===== config.mk =====
export PLATFORM = sky130hd
export DESIGN_NAME = chained_collatz_step_counter
export DESIGN_NICKNAME = d
export VERILOG_FILES = /design/src/collatz_pkg.sv /design/src/collatz_step_unit.sv /design/src/chained_collatz_step_counter.sv
export SDC_FILE = /design/constraint.sdc
export NUM_CORES = 1
export LEC_CHECK = 0
export BUFFER_PORTS_ARGS = -buffer_cell sky130_fd_sc_hd__buf_2
export CAP_MARGIN = 20
export CORE_AREA = 4 4 102 104
export DETAILED_ROUTE_END_ITERATION = 10
export DIE_AREA = 0 0 106 108
export GPL_TIMING_DRIVEN = 0
export PLACE_DENSITY = 0.64
export SYNTH_ARGS = -nofsm -noshare
export SYNTH_HDL_FRONTEND = slang
export SYNTH_SLANG_ARGS = --single-unit

===== constraint.sdc =====
create_clock -name clk -period 4.3 [get_ports clk]
set_clock_uncertainty 0.05 [all_clocks]
set_input_delay 1.29 -clock clk [delete_from_list [all_inputs] [get_ports clk]]
set_output_delay 1.29 -clock clk [all_outputs]
set_load 0.05 [all_outputs]

===== src/collatz_pkg.sv =====
// ----------------------------------------------------------------------------
// collatz_pkg
// Shared beat types and default sizes for the chained Collatz step counter.
// ----------------------------------------------------------------------------
package collatz_pkg;

	// Default step limit and working value width
	localparam int MAX_STEPS_DEF   = 255;
	localparam int VALUE_WIDTH_DEF = 20;

	// Input beat: one character code
	typedef struct packed {
		logic [7:0] char_code;
		logic       last_char;
	} in_beat_t;

	// Output beat: one step count
	typedef struct packed {
		logic [7:0] step_count;
		logic       bad_seed;
		logic       last_out;
	} out_beat_t;

endpackage


===== src/collatz_step_unit.sv =====
// ----------------------------------------------------------------------------
// collatz_step_unit
// Shared arithmetic unit: one Collatz step on the working value, with an
// overflow flag for the 3v+1 branch.
// ----------------------------------------------------------------------------
module collatz_step_unit import collatz_pkg::*; #(
	parameter int VALUE_WIDTH = VALUE_WIDTH_DEF
) (
	input  logic [VALUE_WIDTH-1:0] value,
	output logic [VALUE_WIDTH-1:0] next_value,
	output logic                   overflow
);

	logic                   odd;
	logic [VALUE_WIDTH+1:0] triple;

	// Form 3v+1 with two guard bits
	assign odd    = value[0];
	assign triple = {2'b00, value} + {1'b0, value, 1'b0} + (VALUE_WIDTH+2)'(1);

	// Pick halve or 3v+1; flag any carry past the value width
	assign next_value = odd ? triple[VALUE_WIDTH-1:0] : {1'b0, value[VALUE_WIDTH-1:1]};
	assign overflow   = odd && (triple[VALUE_WIDTH+1:VALUE_WIDTH] != 2'b00);

endmodule


===== src/chained_collatz_step_counter.sv =====
// ----------------------------------------------------------------------------
// chained_collatz_step_counter
// Counts Collatz steps from (char_code + chain offset) down to 1, one item
// at a time, and chains each count into the next item's seed.
// ----------------------------------------------------------------------------
// Each item is handled in order: take the beat and form the seed, walk
// the Collatz steps through the single shared step unit, then decide and
// load the result register. A zero seed, an overflow of the
// VALUE_WIDTH-bit working value or MAX_STEPS steps without reaching 1
// stops the walk early with a count of min(MAX_STEPS, 255) and bad_seed
// set. item_stall is high while an item is in the walk; a finished beat
// waits in the result register and the walk's last cycle holds until that
// register is free. The chain offset is the last emitted count and clears
// after a beat with last_char set.
module chained_collatz_step_counter import collatz_pkg::*; #(
	parameter int MAX_STEPS   = MAX_STEPS_DEF,
	parameter int VALUE_WIDTH = VALUE_WIDTH_DEF
) (
	input  logic      clk,
	input  logic      arst_n,
	input  logic      item_valid,
	output logic      item_stall,
	input  in_beat_t  item,
	output logic      result_valid,
	input  logic      result_stall,
	output out_beat_t result
);

	localparam int         CNT_W = $clog2(MAX_STEPS + 1);
	localparam logic [7:0] SAT   = 8'((MAX_STEPS > 255) ? 255 : MAX_STEPS);

	localparam logic ST_IDLE = 1'b0;
	localparam logic ST_RUN  = 1'b1;

	logic                   state_q;
	logic [VALUE_WIDTH-1:0] value_q;
	logic [CNT_W-1:0]       cnt_q;
	logic                   last_q;
	logic [7:0]             offset_q;
	logic                   out_valid_q;
	out_beat_t              out_q;

	logic                   take;
	logic                   out_free;
	logic [8:0]             seed;
	logic [VALUE_WIDTH-1:0] next_value;
	logic                   overflow;
	logic [CNT_W+7:0]       cnt_ext;
	logic                   finish;
	logic [7:0]             fin_count;
	logic                   fin_flag;

	collatz_step_unit #(
		.VALUE_WIDTH(VALUE_WIDTH)
	) u_step (
		.value     (value_q),
		.next_value(next_value),
		.overflow  (overflow)
	);

	assign item_stall   = (state_q != ST_IDLE);
	assign take         = item_valid && !item_stall;
	assign out_free     = !out_valid_q || !result_stall;
	assign seed         = {1'b0, item.char_code} + {1'b0, offset_q};
	assign cnt_ext      = {8'b0, cnt_q};
	assign result_valid = out_valid_q;
	assign result       = out_q;

	// Decide whether the walk ends this cycle and with what count
	always_comb begin
		finish    = 1'b0;
		fin_count = SAT;
		fin_flag  = 1'b1;
		if (value_q == '0) begin
			finish = 1'b1;
		end else if (value_q == VALUE_WIDTH'(1)) begin
			finish = 1'b1;
			if ((cnt_ext >> 8) == '0) begin
				fin_count = cnt_ext[7:0];
				fin_flag  = 1'b0;
			end else begin
				fin_count = 8'hff;
			end
		end else if (cnt_q >= CNT_W'(MAX_STEPS)) begin
			finish = 1'b1;
		end else if (overflow) begin
			finish = 1'b1;
		end
	end

	// Sequencer: load the seed, step until done, hand the beat to the output
	always_ff @(posedge clk or negedge arst_n) begin
		if (!arst_n) begin
			state_q  <= ST_IDLE;
			offset_q <= '0;
		end else begin
			unique case (state_q)
				ST_IDLE: begin
					if (take) begin
						state_q <= ST_RUN;
					end
				end
				ST_RUN: begin
					if (finish && out_free) begin
						state_q  <= ST_IDLE;
						offset_q <= last_q ? 8'h00 : fin_count;
					end
				end
				default: state_q <= ST_IDLE;
			endcase
		end
	end

	// Working value and step count
	always_ff @(posedge clk) begin
		if (take) begin
			value_q <= VALUE_WIDTH'(seed);
			cnt_q   <= '0;
			last_q  <= item.last_char;
		end else if (state_q == ST_RUN && !finish) begin
			value_q <= next_value;
			cnt_q   <= cnt_q + CNT_W'(1);
		end
	end

	// Result register: load on finish, drop once taken
	always_ff @(posedge clk or negedge arst_n) begin
		if (!arst_n) begin
			out_valid_q <= 1'b0;
		end else if (state_q == ST_RUN && finish && out_free) begin
			out_valid_q <= 1'b1;
		end else if (!result_stall) begin
			out_valid_q <= 1'b0;
		end
	end

	always_ff @(posedge clk) begin
		if (state_q == ST_RUN && finish && out_free) begin
			out_q.step_count <= fin_count;
			out_q.bad_seed   <= fin_flag;
			out_q.last_out   <= last_q;
		end
	end

endmodule

Yosys cells after proc, flatten, opt, wreduce, memory -nomap -nowiden
Cells that the tools add are included.
- flip-flop bits (word level): 49
- bits in latches: 0
- bits in writable memories: 0
- ROM bits: 0
- input port bits: 13
- output and inout port bits: 12
- word-level logic and storage cells: 49
- memories: 0
- add/sub/neg operators: 4
- multipliers: 0
- div/mod/pow operators: 0
- magnitude comparators: 1
- equality and inequality tests: 2
- shifts and indexed selects: 0
- mux-type cells: 16
- bitwise operators: 1
- reduce and logical (&&, ||, !) cells: 15
- operators by type and width (cell ; count):
    $mux W8 ; 3
    $add A20 B21 Y22 ; 1
    $add A22 B1 Y22 const B ; 1
    $eq A20 B1 Y1 const B ; 1
    $logic_not A20 Y1 ; 1
    $mux W20 ; 1
    $mux W9 ; 2
    $add A8 B8 Y9 ; 1
    $mux W1 ; 9
    $add A8 B1 Y8 const B ; 1
    $ge A8 B8 Y1 const B ; 1
    $logic_and A1 B1 Y1 ; 6
    $logic_not A1 Y1 ; 4
    $reduce_bool A2 Y1 ; 2
    $ne A2 B1 Y1 const B ; 1
    $pmux W1 S2 ; 1
    $reduce_and A2 Y1 ; 1
    $logic_or A1 B1 Y1 ; 1
    $not A1 Y1 ; 1

Depth between registers and ports, before layout
Gate-level depths: netlist of the first run.
- depth in word-level cells: 12
- gate-level depth with buffers: 13
- gate-level depth less buffers: 11

Modules after synthesis
A second synthesis of the first run with hierarchy kept.
- cell total of the unflattened synthesis: 429
- area, all modules: 3837.4 um2
- modules (own cells, without submodules) (module ; times used ; cells an instance ; area an instance (um2) ; seq. area each (um2)):
    chained_collatz_step_counter ; 1 ; 231 ; 2376.0 ; 1231.2
    collatz_step_unit ; 1 ; 198 ; 1461.4 ; 0.0

Worst setup path after synthesis of the first run
OpenSTA, ideal clock, no wires.
- path kind: register to register
- start point: reg value_q[0]
- end point: reg value_q[0], enable pin
- arrival: 2.836 ns
- data required time: 3.911 ns
- slack: 1.076 ns
- cell stages (with the launch flop): 12
- clock period less this slack: 3.224 ns
- cell sequence: edfxtp_1 -> buf_2 -> inv_1 -> clkbuf_1 -> ha_1 -> a211oi_2 -> o21ai_1 -> a21oi_2 -> a21oi_1 -> a31o_2 -> o31ai_4 -> nand2b_1
- longest elaborated chain between the ends: 11
- elaborated cells on any way between the ends: 13
- RTL lines (element ; RTL line ; source):
    from (decl) ; chained_collatz_step_counter.sv:36 ; logic [VALUE_WIDTH-1:0] value_q;
    from (signal assigned) ; chained_collatz_step_counter.sv:117 ; value_q <= VALUE_WIDTH'(seed);
    from (signal assigned) ; chained_collatz_step_counter.sv:121 ; value_q <= next_value;
    $add A20 B21 Y22 ; collatz_step_unit.sv:19 ; assign triple = {2'b00, value} + {1'b0, value, 1'b0} + (VALUE_WIDTH+2)'(1);
    $add A22 B1 Y22 ; collatz_step_unit.sv:19 ;
    $reduce_bool A2 Y1 ; collatz_step_unit.sv:23 ; assign overflow = odd && (triple[VALUE_WIDTH+1:VALUE_WIDTH] != 2'b00);
    $logic_and A1 B1 Y1 ; collatz_step_unit.sv:23 ;
    $mux W1 ; chained_collatz_step_counter.sv:86 ; end else if (overflow) begin
    $mux W1 ; chained_collatz_step_counter.sv:84 ; end else if (cnt_q >= CNT_W'(MAX_STEPS)) begin
    $mux W1 ; chained_collatz_step_counter.sv:76 ; end else if (value_q == VALUE_WIDTH'(1)) begin
    $mux W1 (*) ; chained_collatz_step_counter.sv:74 ; if (value_q == '0) begin
    $logic_not A1 Y1 (*) ; chained_collatz_step_counter.sv:120 ; end else if (state_q == ST_RUN && !finish) begin
    $logic_and A1 B1 Y1 (*) ; chained_collatz_step_counter.sv:120 ;
    $reduce_bool A2 Y1 (no source line) (*) ; n/a ;
Every way passes the cells marked *; elsewhere a longest branch is shown, timed or not.
A chain may end at the register's enable or synchronous reset.

Final worst setup path of the first run
- start point: reg value_q[0]
- end point: reg value_q[2], enable pin
The elaborated chain is that of the path after synthesis.

==> results of run 1 <==
-- layer usage --
metal  part of all wire [%]  wire length (um)
met1                     46              3900
met4                    1.4               121
met5                      0                 0
met2                     49              4140
met3                    2.9               247
-- synth_stat cells (all sizes together) (8+ instances only) --
cell | count | area share [%]
nand2 | 44 | 4.5
ha | 43 | 15
a21oi | 42 | 6.2
inv | 31 | 3.2
o21ai | 26 | 3.5
nor2 | 21 | 2.1
edfxtp | 20 | 16
dfxtp | 19 | 10
mux2i | 15 | 4.1
xnor2 | 14 | 3.5
a211oi | 10 | 2.2
dfrtp | 10 | 6.8
nor2b | 9 | 1.5
xor2 | 8 | 1.9
-- cells by family (layout without fill, tap and decap cells) --
group	count (synthesis)	after routing	synth area share [%]
muxes	22	22	6.21
and+or+nand+nor	113	113	14.6
adders and majority gates	45	45	15.7
buffers and inverters	44	76	4.75
AOI/OAI and AO/OA	114	114	20.0
DFF	49	49	33.4
xor gates and xnor gates	22	22	5.43
-- worst max path at each step --
stage                     startpoint          to  slack (ps)  cells after the start
final                     value_q[0]  value_q[2]         400                     11
after global routing      value_q[0]  value_q[3]         100                     11
after CTS                 value_q[0]  value_q[2]         370                     11
after detailed placement  value_q[0]  value_q[2]         380                     11
after global placement    value_q[0]  value_q[2]         430                     11
after floorplan           value_q[0]  value_q[0]        1080                     11
-- per-stage QoR --
stage | util [%] | setup WS, ps | instance area [um^2] | hold slack [ps]
2_1_floorplan | - | 1080 | 3690 | 383
3_3_place_gp | 41.6 | 435 | 3970 | 399
3_5_place_dp | 41.6 | 385 | 3970 | 408
4_1_cts | 42.6 | 368 | 4070 | 423
5_1_grt | 42.6 | 100 | 4070 | 455
6_report | 42.6 | 405 | 4070 | 422
-- cells in the final DEF, fill, tap and decap left out, types with 8 or more instances in the layout --
cell type,count
dfrtp_1,10
xnor2_1,13
mux2i_1,15
nand2_1,44
ha_1,43
a21oi_1,39
o21ai_0,19
dfxtp_1,19
a211oi_1,9
buf_2,29
nor2b_1,9
nor2_1,21
inv_1,31
edfxtp_1,20
xor2_1,8
-- final cells by class --
| type | count | area share (%) |
|---|---|---|
| Tap cell | 133 | 4.09 |
| Timing Repair Buffer | 24 | 2.95 |
| Sequential cell | 49 | 30.3 |
| Multi-Input combinational cell | 316 | 56.1 |
| Clock inverter | 3 | 0.615 |
| Clock buffer | 5 | 1.69 |
| Buffer | 13 | 1.45 |
| Inverter | 31 | 2.86 |
-- registers in the layout, indices dropped and copies added, names as in the netlist, named ones only --
name and count:
result_valid 1, result 10, item_stall 1, value_q 19
offset_q 8, last_q 1, cnt_q 8
-- critical path, cell delays in order (launching register included) --
cell and delay [ps]:
edfxtp_1 450, buf_2 250, inv_1 110, clkbuf_1 540, ha_1 350, a211oi_2 280, o21ai_1 140, a21oi_2 190
a21oi_1 140, a31o_2 320, o31ai_4 280, nand2b_1 420
==> results_dict.tcl, run 1 <==
set metrics [dict create \
    rsz0062_at_grt "false" \
    drc 0 \
    num_antenna_cells 0 \
    cts_hold_buf 0 \
    die_y_um 108 \
    clock_path_buffers 2 \
    drive_above_1_share_pct 11.8 \
    syn_nets 467 \
    gr-usage-met2_pct 26.2 \
    outcome "finished clean" \
    use_met1_pct 20.0 \
    rr_endpoint "value_q[2]" \
    min_period_over_period_pct 90.6 \
    met3_usage_pct 2.57 \
    grt_pass1_wl_mm 14.0 \
    viasPerCell 5.21 \
    cts-resized-gates 0 \
    synth_area_um2 3690 \
    row_count 36 \
    clk_latency_ps 310 \
    yosysSeqAreaShare_pct 33.4 \
    finalSetupViolations 0 \
    r2r-start "value_q[0]" \
    min_from "cnt_q[5]" \
    arrival_ps 3810 \
    cts.sinks 49 \
    whs_path_depth 1 \
    track_usage_pct 15.3 \
    worst-setup-path-type "flip-flop to flip-flop" \
    syn2layout_area_growth_pct 10.3 \
    worstPathRequired_ps 4220 \
    cts_tree "yes" \
    num-fill-cells 1004 \
    min_to "cnt_q[5]" \
    synth-edff-count 20 \
    critPathMaxFanout 12 \
    dieArea_um2 11400 \
    drt_iter0_drc 118 \
    ios 25 \
    startpoint_type "flip-flop" \
    dp.cells 566 \
    drt-wirelength-per-cell_um 14.7 \
    synth-seq-cells 49 \
    fmax_mhz 257 \
    io_buffers 24 \
    cts_made_buffers 5 \
    start_util_pct 38.6 \
    grt_pass1_vias 2907 \
    fin_tns_setup_ps 0 \
    slew_violations 0 \
    endpoint_kind "flip-flop" \
    nNetsFinal 498 \
    cts_root_buffer "clkbuf_8" \
    cap_viol_max_count 0 \
    grt-ovfl-total 0 \
    synthCells 409 \
    multi_input_area_um2 2280 \
    drt_wl_total_mm 8.42 \
    rrSetupSlack_ps 400 \
    vias 2991 \
    die-width_um 106 \
    seqCellArea_um2 1230 \
    dp_hpwl_mm 6.68 \
    post_synth.cell_area_avg_um2 9.02 \
    ff2ff_path_depth 11 \
    postCtsSetupRepairBufs 0 \
    grt-busiest-layer "met2" \
    grt_max_degree 20 \
    antenna_found_initial 0 \
    gp_congestion 0.817 \
    post-route-min-period_ps 3900 \
    hp-class "flip-flop to flip-flop" \
    core_area_um2 9550 \
    hold_viol 0 \
    first_pass_iters 4 \
    synthArstFlopShare_pct 20.4 \
    synthDistinctLibCells 53 \
    yosysWarnings 0 \
    htreeDepth 2 \
    tightest_slew_ps 691 \
    synth-main-ff-cell "edfxtp_1" \
    clk_pin_slew_ps 100 \
    detail-route-antenna-nets 0 \
    relSlewSlack_pct 53.9 \
    final_cell_count_no_fill 574 \
]
Power of run 1 is left out: the tool's default activity adds up to more than one toggle a clock period on the data nets, which glitch-free logic cannot reach.
==> run 2: changes to the inputs <==
- CORE_AREA: 4 4 102 104 -> 4 4 83 85
- DIE_AREA: 0 0 106 108 -> 0 0 87 89
- HOLD_SLACK_MARGIN: unset -> 0.03
- PLACE_DENSITY: 0.64 -> 0.88
==> results_dict.tcl, run 2 (same netlist as run 1, synthesis figures left out) <==
set metrics [dict create \
    largest_reg_flops 19 \
    startpoint_type "flip-flop" \
    rsz0062_at_grt "false" \
    antenna_found_initial 0 \
    grt_pass1_wl_mm 13.9 \
    postCtsSetupRepairBufs 0 \
    worstPathCellList "buf_2 > inv_1 > clkbuf_1 > ha_1 > a211oi_2 > o21ai_1 > a21oi_2 > a21oi_1 > a31o_2 > o31ai_4 > nand2b_1" \
    drt-wirelength-per-cell_um 16.7 \
    final_common_cell "nand2_1" \
    core_area_um2 6200 \
    vias 3122 \
    cts-resized-gates 0 \
    cap_viol_max_count 0 \
    final_cell_count_no_fill 518 \
    clk_pin_slew_ps 100 \
    cts_hold_buf 0 \
    drive_above_1_share_pct 11.8 \
    ios 25 \
    relSlewSlack_pct 54.5 \
    die_y_um 89 \
    cts_tree "yes" \
    nNetsFinal 498 \
    num-fill-cells 513 \
    num_antenna_cells 0 \
    row_count 29 \
    worst-setup-path-type "flip-flop to flip-flop" \
    utilization_pct 64.4 \
    fin_tns_setup_ps 0 \
    worstPathRequired_ps 4210 \
    drt_wl_total_mm 8.64 \
    dp_hpwl_mm 6.77 \
    hold_viol 0 \
    syn2layout_area_growth_pct 8.35 \
    detail-route-antenna-nets 0 \
    dieArea_um2 7740 \
    grt-ovfl-total 0 \
    regMostFlops "value_q" \
    drc 0 \
    cts_made_buffers 5 \
    min_period_over_period_pct 91.2 \
    tightest_slew_ps 682 \
    crit_path_max_incr_delay_ps 530 \
    clock_path_buffers 2 \
    track_usage_pct 23.1 \
    io_buffers 24 \
    hp-class "flip-flop to flip-flop" \
    grt_pass1_vias 3023 \
    outcome "finished clean" \
    arrival_ps 3830 \
    viasPerCell 6.03 \
    grt_max_degree 20 \
    gp_congestion 0.826 \
    dp.cells 510 \
    clk_latency_ps 310 \
    htreeDepth 2 \
    holdWs_ps 416 \
    endpoint_kind "flip-flop" \
    first_pass_iters 4 \
    drt_iter0_drc 229 \
    start_util_pct 59.4 \
    die-width_um 87 \
    layout_common_cells "nand2_1, ha_1, a21oi_1, inv_1, buf_2" \
    crit_slowest_cell "clkbuf_1" \
    slew_violations 0 \
    cts_root_buffer "clkbuf_8" \
    fmax_mhz 255 \
    post-route-min-period_ps 3920 \
    cts.sinks 49 \
    critPathMaxFanout 12 \
    finalSetupViolations 0 \
]
## run 2: worst max-delay path, delay by kind of cell (launching register included)
kind	cells	cell delay, ps
flip-flops	1	450
AO/OA/AOI/OAI	6	1350
adder cells (fa/ha/maj)	1	360
AND/OR/NAND/NOR	1	480
buffers and inverters	3	880
## run 2: through the flow
step	worst slack, ps	cell area, um^2
4_1_cts	408	4000
6_report	377	4000
2_1_floorplan	1080	3690
5_1_grt	190	4000
3_3_place_gp	503	3900
3_5_place_dp	431	3900
## run 2: path summary, 6_finish.rpt
kind / cells after the start / slack (ps) / from / to
max: 11 / 380 / value_q[0] / value_q[2]
min: 1 / 420 / cnt_q[5] / cnt_q[5]
max reg2reg: 11 / 380 / value_q[0] / value_q[2]
min reg2reg: 1 / 420 / cnt_q[5] / cnt_q[5]
max in group asynchronous: 1 / 3210 / arst_n / offset_q[7]
min in group asynchronous: 1 / 780 / arst_n / offset_q[6]
## run 2: final cells by class
cell class | count | area (um^2) | share of cell area [%]
multi-input combinational | 316 | 2280 | 57.1
sequential | 49 | 1230 | 30.8
timing repair buffer | 24 | 120 | 3.01
clock buffer | 5 | 68.8 | 1.72
inverter | 31 | 116 | 2.91
buffer | 13 | 58.8 | 1.47
clock inverter | 3 | 22.5 | 0.564
tap | 77 | 96.3 | 2.41
## run 2: per-layer routing
metal	share of wire (%)	global-route usage (%)
met1	41	27.0
met5	0	0
met2	52	41.9
met3	4.9	4.98
met4	2.0	7.93
Power of run 2 is left out for the same reason.
